--- config.mk ---
export PLATFORM = sky130hd
export DESIGN_NAME = srb_ctrl
export DESIGN_NICKNAME = d
export VERILOG_FILES = /design/src/rtl/core/sequence_reorder_buffer_assert.svh /design/src/rtl/core/srb_pkg.sv /design/src/rtl/core/srb_ctrl.sv
export SDC_FILE = /design/constraint.sdc
export NUM_CORES = 1
export LEC_CHECK = 0
export BUFFER_PORTS_ARGS = -buffer_cell sky130_fd_sc_hd__clkbuf_2
export CELL_PAD_IN_SITES_DETAIL_PLACEMENT = 0
export CELL_PAD_IN_SITES_GLOBAL_PLACEMENT = 1
export CORE_AREA = 2 2 39 41
export CTS_BUF_LIST = sky130_fd_sc_hd__clkbuf_16
export DETAILED_ROUTE_END_ITERATION = 10
export DIE_AREA = 0 0 41 43
export GPL_TIMING_DRIVEN = 0
export MAX_ROUTING_LAYER = met4
export PLACE_DENSITY = 0.54
export SLEW_MARGIN = 40
export SYNTH_ARGS = -nofsm -noshare
export SYNTH_HDL_FRONTEND = slang
export SYNTH_SLANG_ARGS = --single-unit
--- constraint.sdc ---
create_clock -name aclk -period 1.75 [get_ports aclk]
set_input_delay 0.2625 -clock aclk [delete_from_list [all_inputs] [get_ports aclk]]
set_output_delay 0.2625 -clock aclk [all_outputs]
set_load 0.02 [all_outputs]
--- src/rtl/core/sequence_reorder_buffer_assert.svh ---
// Assertion macros for the reorder buffer.
`ifndef SEQUENCE_REORDER_BUFFER_ASSERT_SVH
`define SEQUENCE_REORDER_BUFFER_ASSERT_SVH

// Same-cycle implication.
`define SRB_ASSERT_NOW(label, clk, rstn, ante, cons, msg) \
    label: assert property (@(posedge clk) disable iff (!(rstn)) (ante) |-> (cons)) \
        else $error(msg);

// Next-cycle implication.
`define SRB_ASSERT_NEXT(label, clk, rstn, ante, cons, msg) \
    label: assert property (@(posedge clk) disable iff (!(rstn)) (ante) |=> (cons)) \
        else $error(msg);

`endif

--- src/rtl/core/srb_pkg.sv ---
package srb_pkg;

    localparam int WINDOW_DEPTH = 64;
    localparam int MAX_PAYLOAD  = 1000;
    localparam int SLOT_W       = $clog2(WINDOW_DEPTH);
    localparam int CNT_W        = $clog2(WINDOW_DEPTH + 1);

    localparam int SEQ_W   = 32;
    localparam int SEQ_U_W = 31;
    localparam int LEN_W   = 11;
    localparam int LEN_U_W = 10;
    localparam int WORD_W  = 64;

    localparam int TDATA_IN_W  = 112;
    localparam int TDATA_OUT_W = 112;

    localparam logic [SEQ_U_W-1:0] SEQ_MAX = {SEQ_U_W{1'b1}};

    // input beat classes
    localparam logic [2:0] CLS_NEG    = 3'd0;
    localparam logic [2:0] CLS_END    = 3'd1;
    localparam logic [2:0] CLS_DIRECT = 3'd2;
    localparam logic [2:0] CLS_DROP   = 3'd3;
    localparam logic [2:0] CLS_PARK   = 3'd4;
    localparam logic [2:0] CLS_STALE  = 3'd5;

    typedef struct packed {
        logic               kind;
        logic [SEQ_U_W-1:0] seq;
        logic [LEN_U_W-1:0] len;
        logic [WORD_W-1:0]  word;
        logic               done;
        logic               last;
    } result_t;

    typedef struct packed {
        logic load_in;
        logic eval;
        logic emit_drop;
        logic advance;
        logic flush_last;
    } srb_cmd_t;

    typedef struct packed {
        logic [2:0] cls;
        logic       hit;
        logic       hold_valid;
        logic       out_free;
    } srb_status_t;

    function automatic logic [SLOT_W-1:0] slot_of(input logic [SEQ_U_W-1:0] seq);
        return SLOT_W'(seq % WINDOW_DEPTH);
    endfunction

endpackage

--- src/rtl/core/srb_ctrl.sv ---
module srb_ctrl (
    input  logic                aclk,
    input  logic                aresetn,
    input  logic                s_tvalid,
    output logic                s_tready,
    input  srb_pkg::srb_status_t st,
    output srb_pkg::srb_cmd_t    cmd
);
    import srb_pkg::*;

    localparam logic [1:0] ST_IDLE  = 2'd0;
    localparam logic [1:0] ST_EVAL  = 2'd1;
    localparam logic [1:0] ST_CHECK = 2'd2;

    logic [1:0] state_reg;
    logic [1:0] state_next;

    assign s_tready = (state_reg == ST_IDLE);

    always_comb begin
        cmd        = '0;
        state_next = state_reg;
        case (state_reg)
            ST_IDLE: begin
                if (s_tvalid) begin
                    cmd.load_in = 1'b1;
                    state_next  = ST_EVAL;
                end
            end
            ST_EVAL: begin
                case (st.cls)
                    CLS_NEG: begin
                        state_next = ST_IDLE;
                    end
                    CLS_END: begin
                        cmd.eval   = 1'b1;
                        state_next = ST_IDLE;
                    end
                    CLS_DROP: begin
                        if (st.out_free) begin
                            cmd.emit_drop = 1'b1;
                            state_next    = ST_IDLE;
                        end
                    end
                    CLS_DIRECT, CLS_PARK, CLS_STALE: begin
                        cmd.eval   = 1'b1;
                        state_next = ST_CHECK;
                    end
                    default: begin
                        state_next = ST_IDLE;
                    end
                endcase
            end
            ST_CHECK: begin
                // held result goes out only once we know whether another follows
                if (st.hit) begin
                    if (!st.hold_valid || st.out_free) begin
                        cmd.advance = 1'b1;
                    end
                end else if (st.hold_valid) begin
                    if (st.out_free) begin
                        cmd.flush_last = 1'b1;
                        state_next     = ST_IDLE;
                    end
                end else begin
                    state_next = ST_IDLE;
                end
            end
            default: begin
                state_next = ST_IDLE;
            end
        endcase
    end

    always_ff @(posedge aclk) begin
        if (!aresetn) begin
            state_reg <= ST_IDLE;
        end else begin
            state_reg <= state_next;
        end
    end

endmodule

# Word level (Yosys, flattened, before mapping)
# Cells that the tools add are included.
[word_totals]
latchBits = 0
mem_count = 0
output_inout_bits = 6
register_bits = 2
rom_bits = 0
word_cells = 33
ramBits = 0
inputBits = 9
[classes]
mul = 0
eq_ne = 9
n_reduce_logical = 6
shifts = 0
n_bitwise = 0
magnitude_cmp = 0
div = 0
addsub = 0
n_mux = 17
[op_table]
columns = ["operator", "n"]
rows = [
  ["2-to-1 mux 2 bit", 6],
  ["2-to-1 mux 1 bit", 9],
  ["equality test 3 x 2 -> 1 bit, second input constant", 2],
  ["equality test 3 bit, second input constant", 2],
  ["one-hot mux 2 bit (3 select lines)", 1],
  ["inequality test 2 bit, second input constant", 2],
  ["one-hot mux 2 bit (2 select lines)", 1],
  ["OR reduction 4 bit", 1],
  ["equality test 3 x 1 -> 1 bit, second input constant", 1],
  ["OR reduction 3 bit", 1],
  ["equality test 2 x 1 -> 1 bit, second input constant", 1],
  ["equality test 2 bit, second input constant", 1],
  ["logical NOT 2 bit", 1],
  ["AND reduction 2 bit", 1],
  ["logical NOT 1 bit", 1],
  ["logical OR 1 bit", 1],
]

# Longest topological paths before layout
# Gate-level depths: netlist of the first run.
[depth]
depth_word = 5
depth_mapped = 3
mapped_depth_nobuf = 3

# Worst setup path after synthesis of the first run
# Ideal clock, no wire load.
[synth_timing]
path_kind = "flip-flop to output port"
from = "register state_reg[1]"
to = "output cmd[4] (netlist name)"
required_time_ps = 1487
slack_ps = 554
n_path_buf = 0
path_stages_with_launch = 3
t_arrival_ps = 933
path_cell_list = "dfxtp_1 > nor2_1 > and2_1"
[synth_lines]
columns = ["item", "line_no", "text"]
rows = [
  ["start: declaration", "srb_ctrl.sv:15", "logic [1:0] state_reg;"],
  ["start signal: assignment", "srb_ctrl.sv:79", "state_reg <= state_next;"],
  ["end: declaration", "srb_ctrl.sv:7", "output srb_pkg::srb_cmd_t cmd"],
]

==> impl_metrics.yaml, run 1 <==
run_status:
  run_status: "complete, no violations"
clocking:
  clock_path_buffers: 2
  cts-resized-gates: 0
  insertion_delay_ns: 0.22
  cts_setup_buffers: 0
  cts_inserted_buffers: 3
  hold_buffers: 0
  cts_tree: "done"
  path_clk_slew_ns: 0.03
  clock-root-buffer: "clkbuf_16"
  h-tree-depth: 1
  clkSinkCount: 2
setup_path:
  worst_ep_required_time_ns: 1.49
  criticalPathCategory: "reg2out"
  start_kind: "flip-flop"
  endpoint_kind: "output pin"
  crit_path_max_fanout: 4
  worstPathArrival_ns: 1.27
final_layout:
  most-common-layout-cells: "14 x clkbuf_2, 3 x nor2_1, 3 x nand2_1, 3 x clkbuf_16"
  largest_reg_flops: 2
  area_delta_synth_final_pct: 90.4
  fill_cells: 150
  nNetsFinal: 51
  final_common_cell: "clkbuf_2"
  diodes: 0
  drive_gt1_share_pct: 47.5
route:
  postRouteAntennaNets: 0
  drtIter0Drc: 3
  drt_wl_total_um: 487
  drc: 0
  vias_per_cell: 3.79
  dr.pass1.iters: 4
  wl_per_cell_um: 8.70
  dr_total_vias: 212
die:
  die_w_um: 41
  die_height_um: 43
  start_util_pct: 13.2
  rows: 14
  io_pins: 15
  core_area_sq_um: 1380
  die_area_sq_um: 1760
place:
  place_ws_ns: 0.453
  hpwl_um: 379
  gp_congestion: 0.621
  port-buffer-count: 14
power_and_ir_drop:
  vdd_drop_max_mv: 0.354
  power_density_nw_per_um2: 1260
  p_leak_nw: 0.169
logic_synthesis:
  yosys_warnings: 0
  syn-num-nets: 32
  synth_area_sq_um: 183
  synth_seq_cells: 2
  postSynthAreaPerCell_sq_um: 7.94
  seq_area_frac_synth_pct: 21.9
  synth_area_leaders: "dfxtp_1 22%, mux2i_1 11%, and2_1 6.8%, and4bb_2 6.8%, nor2b_1 6.8%"
  netlist.area_leader.share_pct: 21.9
  synthCells: 23
  synth_cell_types: 15
  yosysTopAreaCell: "dfxtp_1"
global_routing:
  overflow: 0
  grt_pass1_wl_um: 717
  grt_pass1_vias: 174
  grt_max_degree: 5
  antenna_found_initial: 0
  grt.total_usage_pct: 6.88
worst_hold_path:
  hp-class: "in2reg"
flow_run:
  maxCapViolations: 0
timing:
  fin_crit_sh_pct: 87.3
  finalSetupViolations: 0
  tns_ns: 0
  worst-slew-pin-transition_ns: 0.238
  max_freq_mhz: 654
  skew_ns: 0.000880
  slew_headroom_pct: 83.9
  final-max-slew-violation-count: 0
  fin_crit_ns: 1.53
  setup_ws_ns: 0.222
  hold_violations: 0
  rsz0062_at_grt: "no"
[metal layers]
metal / vias to the layer above / global-route usage, % / share of wire, %
met5: - / - / 0
met4: 0 / 8.00 / 0
met3: 0 / 3.14 / 9.4
met2: 13 / 5.31 / 35
met1: 83 / 10.2 / 55
li1: 116 / - / -
[through the flow]
stage	instances	total power [mW]	area, sq um	utilization (%)	hold WS [ns]
4_1_cts	56	0.447	348	25.1	0.325
6_report	56	0.439	348	25.1	0.323
3_5_place_dp	53	0.0991	273	19.7	0.467
2_1_floorplan	23	0.0777	183	-	0.413
5_1_grt	56	0.460	348	25.1	0.356
3_3_place_gp	53	0.0988	273	19.7	0.474
[power by group]
group	switching (mW)	leakage [nW]	internal [mW]
clock	0.0500	0.0370	0.291
sequential	0.00259	0.0164	0.0484
combinational	0.0247	0.115	0.0226
[final cells by class]
type | count | area, sq um | area share, %
repair buffers | 14 | 70.1 | 20.1
multi-input cells | 21 | 143 | 41.0
flip-flops and latches | 2 | 40.0 | 11.5
clock buffers | 3 | 75.1 | 21.6
well taps | 16 | 20.0 | 5.76
[worst max-delay path, cell delays in order, from the launching register on]
cell and delay [ns]:
dfxtp_1 0.38, and2b_1 0.18, nand2_1 0.06, and4bb_2 0.27, clkbuf_2 0.16
[cells by family after synthesis]
kind of cell     synth area share (%)
AO/OA/AOI/OAI                    3.43
flip-flops                       21.9
XOR/XNOR                         4.80
multiplexers                     11.0
AND/OR/NAND/NOR                  58.9
[final timing paths]
path | slack (ns) | from | endpoint | depth (start not counted)
min reg2reg | 0.46 | state_reg[1]$_SDFFE_PN0P_ | state_reg[0]$_SDFFE_PN0P_ | 1
max reg2reg | 0.88 | state_reg[1]$_SDFFE_PN0P_ | state_reg[1]$_SDFFE_PN0P_ | 3
max | 0.22 | state_reg[0]$_SDFFE_PN0P_ | cmd[2] | 4
min | 0.32 | aresetn | state_reg[1]$_SDFFE_PN0P_ | 3
[synthesized netlist by cell type]
library cell,count
and2_1,2
and2b_1,1
and3_1,1
and4bb_2,1
dfxtp_1,2
mux2i_1,2
nand2_1,3
nand2b_1,1
nand3_1,1
nor2_1,3
nor2b_1,2
nor3b_2,1
nor4bb_1,1
o22ai_1,1
xnor2_1,1
Note: power is estimated with default switching activity, not from simulation.
==> run 2, diff against run 1 <==
--- a/config.mk
+++ b/config.mk
@@ -5,6 +5,7 @@
 export SDC_FILE = /design/constraint.sdc
 export NUM_CORES = 1
 export LEC_CHECK = 0
+export ABC_AREA = 1
 export BUFFER_PORTS_ARGS = -buffer_cell sky130_fd_sc_hd__clkbuf_2
 export CELL_PAD_IN_SITES_DETAIL_PLACEMENT = 0
 export CELL_PAD_IN_SITES_GLOBAL_PLACEMENT = 1
@@ -14,7 +15,7 @@
 export DIE_AREA = 0 0 41 43
 export GPL_TIMING_DRIVEN = 0
 export MAX_ROUTING_LAYER = met4
-export PLACE_DENSITY = 0.54
+export PLACE_DENSITY = 0.6
 export SLEW_MARGIN = 40
 export SYNTH_ARGS = -nofsm -noshare
 export SYNTH_HDL_FRONTEND = slang
==> run 2 against run 1 <==
  * Utilization rose by 1.1 points
  * Highest routed layer is now met4
  * Worst setup slack improved by 0.082 ns
  * Count of clock-buffer cells in the layout did not move
  * Die area did not move
==> impl_metrics.yaml, run 2 <==
die:
  die_height_um: 43
  io_pins: 15
  start_util_pct: 14.3
  rows: 14
  die_w_um: 41
  die_area_sq_um: 1760
  core_area_sq_um: 1380
global_routing:
  grt_pass1_wl_um: 759
  grt_pass1_vias: 239
  overflow: 0
  grt_max_degree: 6
  grt.total_usage_pct: 7.28
  antenna_found_initial: 0
logic_synthesis:
  synth_area_sq_um: 198
  synth_seq_cells: 2
  synthCells: 37
  netlist.area_leader.share_pct: 20.3
  ys.flop_type: "dfxtp_1"
  syn-num-nets: 46
  yosysTopAreaCell: "dfxtp_1"
  synth_edf_count: 0
  synth_area_leaders: "dfxtp_1 20%, nand2_1 17%, inv_1 15%, nor2_1 11%, nand3_1 7.6%"
  synth_most_common_cell: "nand2_1"
  seq_area_frac_synth_pct: 20.3
  async_flop_share_pct: 0
  yosys_warnings: 0
  synth_cell_types: 13
  postSynthAreaPerCell_sq_um: 5.34
  yosys-top-cells-count: "9 x nand2_1, 8 x inv_1, 6 x nor2_1"
clocking:
  clock-root-buffer: "clkbuf_16"
  insertion_delay_ns: 0.22
  cts-resized-gates: 0
  cts_inserted_buffers: 3
  hold_buffers: 0
  cts_tree: "done"
  path_clk_slew_ns: 0.03
  cts_setup_buffers: 0
  h-tree-depth: 1
  clkSinkCount: 2
  clock_path_buffers: 2
setup_path:
  cp_slowest_cell: "dfxtp_1"
  crit_chain: "inv_2, nor2_2, nand2_1, nor3_1, clkbuf_2"
  start_kind: "flip-flop"
  endpoint_kind: "output pin"
  slowest_delay_ns: 0.39
  worst_ep_required_time_ns: 1.49
  criticalPathCategory: "reg2out"
  crit_path_max_fanout: 5
  worstPathArrival_ns: 1.18
final_layout:
  fill_cells: 165
  area_delta_synth_final_pct: 83.5
  final_cell_area_sq_um: 363
  final_common_cell: "clkbuf_2"
  largest_reg_flops: 2
  nNetsFinal: 65
  most-common-layout-cells: "14 x clkbuf_2, 9 x nand2_1, 8 x inv_1, 6 x nor2_1"
  drive_gt1_share_pct: 38.9
  diodes: 0
  finish.utilization_pct: 26.2
  fin_cells: 70
route:
  wl_per_cell_um: 7.84
  dr.pass1.iters: 4
  postRouteAntennaNets: 0
  drc: 0
  drt_wl_total_um: 549
  drtIter0Drc: 9
  vias_per_cell: 3.93
  dr_total_vias: 275
timing:
  fin_crit_sh_pct: 82.6
  skew_ns: 0.000438
  finalSetupViolations: 0
  fin_crit_ns: 1.45
  setup_ws_ns: 0.304
  worst-slew-pin-transition_ns: 0.195
  final-max-slew-violation-count: 0
  max_freq_mhz: 691
  slew_headroom_pct: 87.0
  hold_violations: 0
  tns_ns: 0
  rsz0062_at_grt: "no"
flow_run:
  maxCapViolations: 0
run_status:
  run_status: "complete, no violations"
place:
  hpwl_um: 441
  place_inst: 67
  gp_congestion: 0.702
  place_ws_ns: 0.526
  port-buffer-count: 14
  placed_area_sq_um: 288
worst_hold_path:
  hp-class: "in2reg"
power_and_ir_drop:
  power_density_nw_per_um2: 1270
  vdd_drop_max_mv: 0.487
  p_leak_nw: 0.225
==> run 2: power breakdown <==
group,internal (mW),switching [mW]
Sequential,0.0497,0.00436
Clock,0.291,0.0540
Combinational,0.0230,0.0376
Total,0.364,0.0960
==> run 2: final cells by class <==
class                      count  area, sq um  share of cell area, %
sequential                     2         40.0                   11.0
tap                           16         20.0                   5.52
clock buffer                   3         75.1                   20.7
inverter                       9         33.8                   9.31
timing repair buffer          14         70.1                   19.3
multi-input combinational     26          124                   34.1
==> run 2: metal layers <==
metal	vias up	GRT usage, %	share of wire, %	wire length (um)
met3	2	3.14	10	57
met4	0	10.0	2.7	15
met5	-	-	0	0
met2	11	10.0	45	249
li1	149	-	-	-
met1	113	5.73	41	226
==> run 2: worst paths after layout <==
check,startpoint,end,slack [ns],depth (start not counted)
setup / recovery,state_reg[1]$_SDFFE_PN0P_,cmd[0],0.30,5
setup reg to reg,state_reg[0]$_SDFFE_PN0P_,state_reg[1]$_SDFFE_PN0P_,0.84,6
hold / removal,aresetn,state_reg[1]$_SDFFE_PN0P_,0.25,3
hold reg to reg,state_reg[1]$_SDFFE_PN0P_,state_reg[0]$_SDFFE_PN0P_,0.61,3
==> run 2: critical path, delay by kind of cell (launching register included) <==
family | cells | cell delay (ns)
buf+inv | 2 | 0.25
flops | 1 | 0.39
simple gates | 3 | 0.31
==> run 2: metrics by stage <==
stage               hold slack, ns  power [mW]
floorplan                    0.360      0.0912
finish                       0.255       0.460
global route                 0.281       0.476
global placement             0.483       0.116
CTS                          0.263       0.468
detailed placement           0.489       0.116
==> run 2: logic make-up (layout without fill, tap and decap cells) <==
logic type             count (synthesis)  in the layout  share of synthesized area (%)
AOI/OAI and AO/OA                      2              2                           6.97
buffers and inverters                  9             26                           17.1
DFF                                    2              2                           20.3
and+or+nand+nor                       24             24                           55.7
